<file path="config.mk">
export PLATFORM = sky130hd
export DESIGN_NAME = grdi_lane
export DESIGN_NICKNAME = d
export VERILOG_FILES = /design/src/gyro_rate_deadband_integrator_core_defines.svh /design/src/grdi_pkg.sv /design/src/grdi_isqrt.sv /design/src/grdi_lane.sv
export SDC_FILE = /design/constraint.sdc
export NUM_CORES = 2
export LEC_CHECK = 0
export BUFFER_PORTS_ARGS = -buffer_cell sky130_fd_sc_hd__buf_2
export CAP_MARGIN = 20
export CORE_ASPECT_RATIO = 1.75
export CORE_UTILIZATION = 45
export DETAILED_ROUTE_END_ITERATION = 8
export PLACE_DENSITY_LB_ADDON = 0.25
export RECOVER_POWER = 50
export REMOVE_ABC_BUFFERS = 1
export SYNTH_ARGS = -nofsm -noshare
export SYNTH_HDL_FRONTEND = slang
export SYNTH_SLANG_ARGS = --single-unit
</file>
<file path="constraint.sdc">
create_clock -name clk -period 30.6 [get_ports clk]
set_clock_uncertainty 0.05 [all_clocks]
set_input_delay 4.59 -clock clk [delete_from_list [all_inputs] [get_ports clk]]
set_output_delay 4.59 -clock clk [all_outputs]
set_load 0.005 [all_outputs]
</file>
<file path="src/gyro_rate_deadband_integrator_core_defines.svh">
// assertion macros for the gyro rate integrator top level
`ifndef GYRO_RATE_DEADBAND_INTEGRATOR_CORE_DEFINES_SVH
`define GYRO_RATE_DEADBAND_INTEGRATOR_CORE_DEFINES_SVH

// same-cycle implication, clocked on clk and held off during rst
`define GRDI_ASSERT_IMPL(lbl, ante, cons, msg) \
  lbl: assert property (@(posedge clk) disable iff (rst) (ante) |-> (cons)) \
    else $error(msg);

// next-cycle implication, clocked on clk and held off during rst
`define GRDI_ASSERT_NEXT(lbl, ante, cons, msg) \
  lbl: assert property (@(posedge clk) disable iff (rst) (ante) |=> (cons)) \
    else $error(msg);

`endif

</file>
<file path="src/grdi_pkg.sv">
// shared constants, lane control types and register indexes
package grdi_pkg;

  // calibration run length, a power of two
  localparam int CAL_SAMPLES = 512;
  localparam int CAL_LOG     = $clog2(CAL_SAMPLES);
  localparam int CNT_W       = CAL_LOG;

  localparam int AXES    = 3;
  localparam int RAW_W   = 16;
  localparam int SUM_W   = RAW_W + CAL_LOG;
  localparam int SQ_W    = 2 * RAW_W - 1 + CAL_LOG;
  localparam int VAR_W   = 2 * RAW_W - 1;
  localparam int ROOT_W  = 16;
  localparam int THR_W   = ROOT_W + 4;
  localparam int THR_MAX = 32767;

  localparam int DPS_W   = 16;
  localparam int SIG_W   = 4;
  localparam int MS_W    = 16;
  localparam int MAG_W   = 32;
  localparam int RATE_W  = 33;
  localparam int ANGLE_W = 48;
  localparam int PROD_W  = MAG_W + MS_W;

  // divide by 1000 one 16-bit chunk at a time, reciprocal 2^36 / 1000 rounded up
  localparam int DIV_CHUNK = 16;
  localparam int DIV_STEPS = PROD_W / DIV_CHUNK;
  localparam int DIV_CNT_W = $clog2(DIV_STEPS);
  localparam int DIV_REM_W = 10;
  localparam int DIV_V_W   = DIV_REM_W + DIV_CHUNK;
  localparam int DIV_M_W   = 27;
  localparam int DIV_K     = 36;
  localparam logic [DIV_M_W-1:0] DIV_M = 27'd68719477;

  // configuration registers
  localparam int CFG_IDX_W = 2;
  localparam logic [CFG_IDX_W-1:0] REG_DPS_SCALE       = 2'd0;
  localparam logic [CFG_IDX_W-1:0] REG_SIGMA_MULTIPLE  = 2'd1;
  localparam logic [CFG_IDX_W-1:0] REG_MAX_INTERVAL_MS = 2'd2;
  localparam logic [DPS_W-1:0] DPS_SCALE_RST       = 16'd573;
  localparam logic [SIG_W-1:0] SIGMA_MULTIPLE_RST  = 4'd3;
  localparam logic [MS_W-1:0]  MAX_INTERVAL_MS_RST = 16'd300;

  // lane operations
  localparam int OP_W = 4;
  localparam logic [OP_W-1:0] OP_IDLE      = 4'd0;
  localparam logic [OP_W-1:0] OP_CAL       = 4'd1;
  localparam logic [OP_W-1:0] OP_FIN_MEAN  = 4'd2;
  localparam logic [OP_W-1:0] OP_FIN_SQ    = 4'd3;
  localparam logic [OP_W-1:0] OP_FIN_VAR   = 4'd4;
  localparam logic [OP_W-1:0] OP_FIN_THR   = 4'd5;
  localparam logic [OP_W-1:0] OP_MEAS_RATE = 4'd6;
  localparam logic [OP_W-1:0] OP_MEAS_PROD = 4'd7;
  localparam logic [OP_W-1:0] OP_DIV       = 4'd8;
  localparam logic [OP_W-1:0] OP_MEAS_ADD  = 4'd9;

  typedef struct packed {
    logic [OP_W-1:0]  op;
    logic [DPS_W-1:0] dps_scale;
    logic [SIG_W-1:0] sigma_multiple;
    logic [MS_W-1:0]  dt;
  } lane_cmd_t;

  typedef struct packed {
    logic root_busy;
  } lane_stat_t;

  typedef struct packed {
    logic signed [RATE_W-1:0]  rate;
    logic signed [ANGLE_W-1:0] angle;
  } lane_res_t;

endpackage

</file>
<file path="src/grdi_isqrt.sv">
// iterative integer square root, one result bit per cycle
module grdi_isqrt (
  input  logic                            clk,
  input  logic                            rst,
  input  logic                            start,
  input  logic [2*grdi_pkg::ROOT_W-1:0]   operand,
  output logic                            busy,
  output logic [grdi_pkg::ROOT_W-1:0]     root
);

  localparam int REM_W = grdi_pkg::ROOT_W + 4;
  localparam int CNT_W = $clog2(grdi_pkg::ROOT_W + 1);

  logic [2*grdi_pkg::ROOT_W-1:0] x;
  logic [REM_W-1:0]              rem;
  logic [CNT_W-1:0]              cnt;
  logic [REM_W-1:0]              rem_sh;
  logic [REM_W-1:0]              trial;
  logic                          ge;

  // bring down the next two operand bits and try the next root bit
  always_comb begin
    rem_sh = {rem[REM_W-3:0], x[2*grdi_pkg::ROOT_W-1 -: 2]};
    trial  = REM_W'({root, 2'b01});
    ge     = (rem_sh >= trial);
  end

  // step counter
  always_ff @(posedge clk) begin
    if (rst) begin
      busy <= 1'b0;
      cnt  <= '0;
    end else if (start) begin
      busy <= 1'b1;
      cnt  <= CNT_W'(grdi_pkg::ROOT_W);
    end else if (busy) begin
      cnt <= cnt - 1'b1;
      if (cnt == CNT_W'(1)) begin
        busy <= 1'b0;
      end
    end
  end

  // remainder and partial root
  always_ff @(posedge clk) begin
    if (start) begin
      x    <= operand;
      rem  <= '0;
      root <= '0;
    end else if (busy) begin
      x    <= {x[2*grdi_pkg::ROOT_W-3:0], 2'b00};
      rem  <= ge ? (rem_sh - trial) : rem_sh;
      root <= {root[grdi_pkg::ROOT_W-2:0], ge};
    end
  end

endmodule

</file>
<file path="src/grdi_lane.sv">
// one axis: calibration sums, zero rate, deadband, scaling and heading
module grdi_lane (
  input  logic                              clk,
  input  logic                              rst,
  input  grdi_pkg::lane_cmd_t               cmd,
  input  logic signed [grdi_pkg::RAW_W-1:0] raw,
  output grdi_pkg::lane_stat_t              stat,
  output grdi_pkg::lane_res_t               res
);

  localparam int RAW_W = grdi_pkg::RAW_W;
  localparam int SUM_W = grdi_pkg::SUM_W;
  localparam int SQ_W  = grdi_pkg::SQ_W;
  localparam int VAR_W = grdi_pkg::VAR_W;
  localparam int V_W   = grdi_pkg::DIV_V_W;

  // architectural state
  logic signed [SUM_W-1:0]                cal_sum;
  logic [SQ_W-1:0]                        cal_sum_squares;
  logic signed [RAW_W-1:0]                zero_rate;
  logic [RAW_W-1:0]                       deadband;
  logic [grdi_pkg::ANGLE_W-1:0]           angle;

  // working registers
  logic signed [RAW_W-1:0]                mean;
  logic [VAR_W-1:0]                       msq;
  logic signed [2*RAW_W-1:0]              m2;
  logic [grdi_pkg::MAG_W-1:0]             rate_mag;
  logic                                   neg;
  logic signed [grdi_pkg::RATE_W-1:0]     rate;
  logic [grdi_pkg::PROD_W-1:0]            prod;
  logic [grdi_pkg::PROD_W-1:0]            quo;
  logic [grdi_pkg::DIV_REM_W-1:0]         rem;

  // combinational terms
  logic signed [2*RAW_W-1:0]              raw_sq;
  logic signed [SUM_W-1:0]                sum_adj;
  logic signed [SUM_W-1:0]                sum_shift;
  logic [VAR_W-1:0]                       var_val;
  logic                                   root_busy;
  logic [grdi_pkg::ROOT_W-1:0]            root;
  logic [grdi_pkg::THR_W-1:0]             thr;
  logic signed [RAW_W:0]                  delta;
  logic [RAW_W:0]                         delta_abs;
  logic [RAW_W-1:0]                       mag_kept;
  logic [V_W-1:0]                         div_v;
  logic [V_W+grdi_pkg::DIV_M_W-1:0]       div_p;
  logic [grdi_pkg::DIV_CHUNK-1:0]         div_q;
  logic [V_W-1:0]                         div_qx;
  logic [V_W-1:0]                         div_r;

  // calibration terms: square, truncated mean, variance, threshold
  always_comb begin
    raw_sq    = raw * raw;
    sum_adj   = cal_sum + (cal_sum[SUM_W-1] ? SUM_W'(grdi_pkg::CAL_SAMPLES - 1) : '0);
    sum_shift = sum_adj >>> grdi_pkg::CAL_LOG;
    var_val   = (msq > m2[VAR_W-1:0]) ? (msq - m2[VAR_W-1:0]) : '0;
    thr       = cmd.sigma_multiple * root;
  end

  // measure terms: offset, deadband test
  always_comb begin
    delta     = {raw[RAW_W-1], raw} - {zero_rate[RAW_W-1], zero_rate};
    delta_abs = delta[RAW_W] ? (RAW_W+1)'(-delta) : delta;
    mag_kept  = (delta_abs[RAW_W-1:0] < deadband) ? '0 : delta_abs[RAW_W-1:0];
  end

  // one chunk of the divide by 1000 (1000 = 1024 - 16 - 8)
  always_comb begin
    div_v  = {rem, prod[grdi_pkg::PROD_W-1 -: grdi_pkg::DIV_CHUNK]};
    div_p  = div_v * grdi_pkg::DIV_M;
    div_q  = div_p[grdi_pkg::DIV_K +: grdi_pkg::DIV_CHUNK];
    div_qx = V_W'({div_q, 10'd0}) - V_W'({div_q, 4'd0}) - V_W'({div_q, 3'd0});
    div_r  = div_v - div_qx;
  end

  grdi_isqrt u_isqrt (
    .clk     (clk),
    .rst     (rst),
    .start   (cmd.op == grdi_pkg::OP_FIN_VAR),
    .operand ({1'b0, var_val}),
    .busy    (root_busy),
    .root    (root)
  );

  // calibration state, zero rate, deadband and heading
  always_ff @(posedge clk) begin
    if (rst) begin
      cal_sum         <= '0;
      cal_sum_squares <= '0;
      zero_rate       <= '0;
      deadband        <= '0;
      angle           <= '0;
    end else begin
      case (cmd.op)
        grdi_pkg::OP_CAL: begin
          cal_sum         <= cal_sum + {{(SUM_W-RAW_W){raw[RAW_W-1]}}, raw};
          cal_sum_squares <= cal_sum_squares + {{(SQ_W-2*RAW_W){1'b0}}, raw_sq};
        end
        grdi_pkg::OP_FIN_THR: begin
          zero_rate       <= mean;
          deadband        <= (thr > grdi_pkg::THR_W'(grdi_pkg::THR_MAX)) ?
                             RAW_W'(grdi_pkg::THR_MAX) : thr[RAW_W-1:0];
          cal_sum         <= '0;
          cal_sum_squares <= '0;
        end
        grdi_pkg::OP_MEAS_ADD: begin
          angle <= neg ? (angle - quo) : (angle + quo);
        end
        default: begin
        end
      endcase
    end
  end

  // working datapath
  always_ff @(posedge clk) begin
    case (cmd.op)
      grdi_pkg::OP_CAL: begin
        rate <= '0;
      end
      grdi_pkg::OP_FIN_MEAN: begin
        mean <= sum_shift[RAW_W-1:0];
        msq  <= cal_sum_squares[SQ_W-1:grdi_pkg::CAL_LOG];
      end
      grdi_pkg::OP_FIN_SQ: begin
        m2 <= mean * mean;
      end
      grdi_pkg::OP_MEAS_RATE: begin
        rate_mag <= cmd.dps_scale * mag_kept;
        neg      <= delta[RAW_W];
      end
      grdi_pkg::OP_MEAS_PROD: begin
        prod <= rate_mag * cmd.dt;
        rem  <= '0;
        rate <= neg ? -grdi_pkg::RATE_W'(rate_mag) : grdi_pkg::RATE_W'(rate_mag);
      end
      grdi_pkg::OP_DIV: begin
        prod <= {prod[grdi_pkg::PROD_W-grdi_pkg::DIV_CHUNK-1:0],
                 {grdi_pkg::DIV_CHUNK{1'b0}}};
        quo  <= {quo[grdi_pkg::PROD_W-grdi_pkg::DIV_CHUNK-1:0], div_q};
        rem  <= div_r[grdi_pkg::DIV_REM_W-1:0];
      end
      default: begin
      end
    endcase
  end

  assign stat.root_busy = root_busy;
  assign res.rate       = rate;
  assign res.angle      = angle;

endmodule

</file>
==> flow_summary.yaml <==
outcome:
  run_status: "finished, violations left"
  violations: "max-capacitance violations, max-slew violations"
sta:
  fin_crit_sh_pct: 55.7
  max_freq_mhz: 58.7
  finalSetupViolations: 0
  timing.hold.ws_ns: 0.409
  slew_viol_final: 401
  hold_violations: 0
  fin_crit_ns: 17.03
  relSlewSlack_pct: -104
  rsz0062_at_grt: "no"
  tightest_slew_ns: 3.06
  fin_setup_tns_ns: 0
logic_synthesis:
  async_flop_share_pct: 0
  synthCells: 8762
  synth_area_mm2: 0.0806
  synth_area_per_cell_um2: 9.20
  ys_ff_latch: 466
  seq_area_frac_synth_pct: 15.0
  synth_cell_types: 95
  synth_ff_type: "edfxtp_1"
  synth_edf_count: 280
  ys.warnings.count: 0
floorplanning:
  die-area_mm2: 0.181
  start_util_pct: 45.3
  pin_count: 140
  rows: 205
  coreArea_mm2: 0.178
  die_x_um: 322
  die_h_um: 562
setup_path:
  path_max_fanout: 32
  critPathLaunchType: "input pin"
  crit_path_end_kind: "flop"
  cp_slowest_cell: "o21ai_0"
  crit_required_ns: 31.00
  criticalPathCategory: "input pin to flop"
  arrival_ns: 17.44
  worstRegToRegCells: 40
  path_common_cell: "fa_1"
  max_stage_delay_ns: 0.96
drt:
  routed_wl_um: 229000
  initialDrtViolationCount: 2797
  drt-vias-per-instance: 5.42
  remaining_drc_errors: 0
  wl_per_cell_um: 20.5
  num_vias: 60500
  dr.pass1.iters: 9
  ant_nets: 0
hold_path:
  whs_path_depth: 2
  hold_path_class: "flop to flop"
cells_and_area:
  nFillCells: 17200
  area_growth_pct: 6.06
  register_area_mm2: 0.0121
  layout_commonest_cell: "inv_1"
  final_cell_mix: "inv_1, fa_1, nand2_1, ha_1, nor2_1"
  multi_input_area_mm2: 0.0607
  fin_nets: 11000
  final_core_util_pct: 48.0
  drive_gt1_share_pct: 3.86
clocking:
  root_buffer: "clkbuf_16"
  clk_latency_ns: 0.71
  cts_setup_buffers: 0
  hold_buffers: 0
  cts_buffer_depth: 3
  cts.sinks: 466
  ctsResizeCount: 0
  cts-buffers-inserted: 55
  tritoncts: "yes"
  clk_pin_slew_ns: 0.06
  h-tree-depth: 2
place:
  gp_congestion: 0.937
  numPortBuffers: 139
  dp_hpwl_um: 186000
grt:
  grt-ovfl-total: 0
  grt_pass1_vias: 66200
  grt.busiest_layer: "met2"
  grt_max_degree: 72
  use_met3_pct: 2.51
  gr-usage-all-layers_pct: 25.8
  grt_pass1_wl_um: 361000
  grtUsageMet1_pct: 26.3
  antenna_found_initial: 11
  grtUsageMet2_pct: 50.0
run:
  cap_violations: 11
==> metrics by stage <==
step	cell area, um^2	worst slack [ns]	cells
floorplan	79400	15.65	8445
global placement	83700	13.40	11000
detailed placement	83700	13.28	11000
CTS	85600	14.03	11100
global route	85500	13.12	11100
finish	85500	13.57	11200
==> critical path: cells and delay by family <==
kind            cells  cell delay [ns]
simple gates        9             2.56
xor+xnor            2             0.56
fa+ha+maj          10             4.45
buf+inv             8             1.63
compound gates     13             3.58
==> synth_stat cells (159+ instances only) <==
cell      number  area share, %
xor2_1       159            1.7
clkbuf_1     273            1.3
and2_1       328            2.5
xnor2_1      255            2.8
inv_1       1758            8.2
a21o_1       187            1.7
dfxtp_1      186            4.6
ha_1         882             14
edfxtp_1     280             10
nand2_1      950            4.4
nor2_1       497            2.3
o21ai_0      172            1.1
fa_1        1333             33
a21oi_1      408            2.5
==> worst paths after layout <==
check / from / to / slack [ns]
worst min register to register: zero_rate[15]$_SDFFE_PP0N_ / zero_rate[15]$_SDFFE_PP0N_ / 0.41
worst min-delay path: zero_rate[15]$_SDFFE_PP0N_ / zero_rate[15]$_SDFFE_PP0N_ / 0.41
worst max-delay path: raw[0] / rate_mag[31]$_DFFE_PN_ / 13.57
worst max register to register: zero_rate[0]$_SDFFE_PP0N_ / rate_mag[31]$_DFFE_PN_ / 18.01
==> logic make-up after synthesis <==
logic type | Yosys count | share of synthesized area, %
compound gates | 1248 | 10.1
flops | 466 | 15.0
simple gates | 2294 | 13.2
mux | 41 | 0.514
xor+xnor | 417 | 4.56
fa+ha+maj | 2215 | 46.8
buf+inv | 2081 | 9.78
==> metal layers <==
| layer | wire [um] | share of wire (%) |
|---|---|---|
| met1 | 78900 | 34 |
| met2 | 126000 | 55 |
| met3 | 8230 | 3.6 |
| met4 | 15900 | 6.9 |
| met5 | 31 | 0.014 |
==> layout make-up <==
class,instances,area share [%]
multi-input cells,6215,70.9
flip-flops and latches,466,14.2
inverters,1764,7.74
well taps,2380,3.48
clock buffers,62,1.69
repair buffers,218,1.44
clock inverters,41,0.527
diodes,5,0.0146
==> state kept, by name, indices dropped and copies added (netlist names) <==
name,cells
rate_mag,32
rem,10
cal_sum,25
prod,48
quo,48
angle,48
u_isqrt.x,32
cal_sum_squares,40
msq,31
mean,16
u_isqrt.cnt,5
u_isqrt.rem,18
zero_rate,16
neg,1
u_isqrt.root,16
deadband,16
rate,33
u_isqrt.busy,1
m2,30
Power is left out: the tool's default activity adds up to more than one toggle a clock period on the data nets, which glitch-free logic cannot reach.
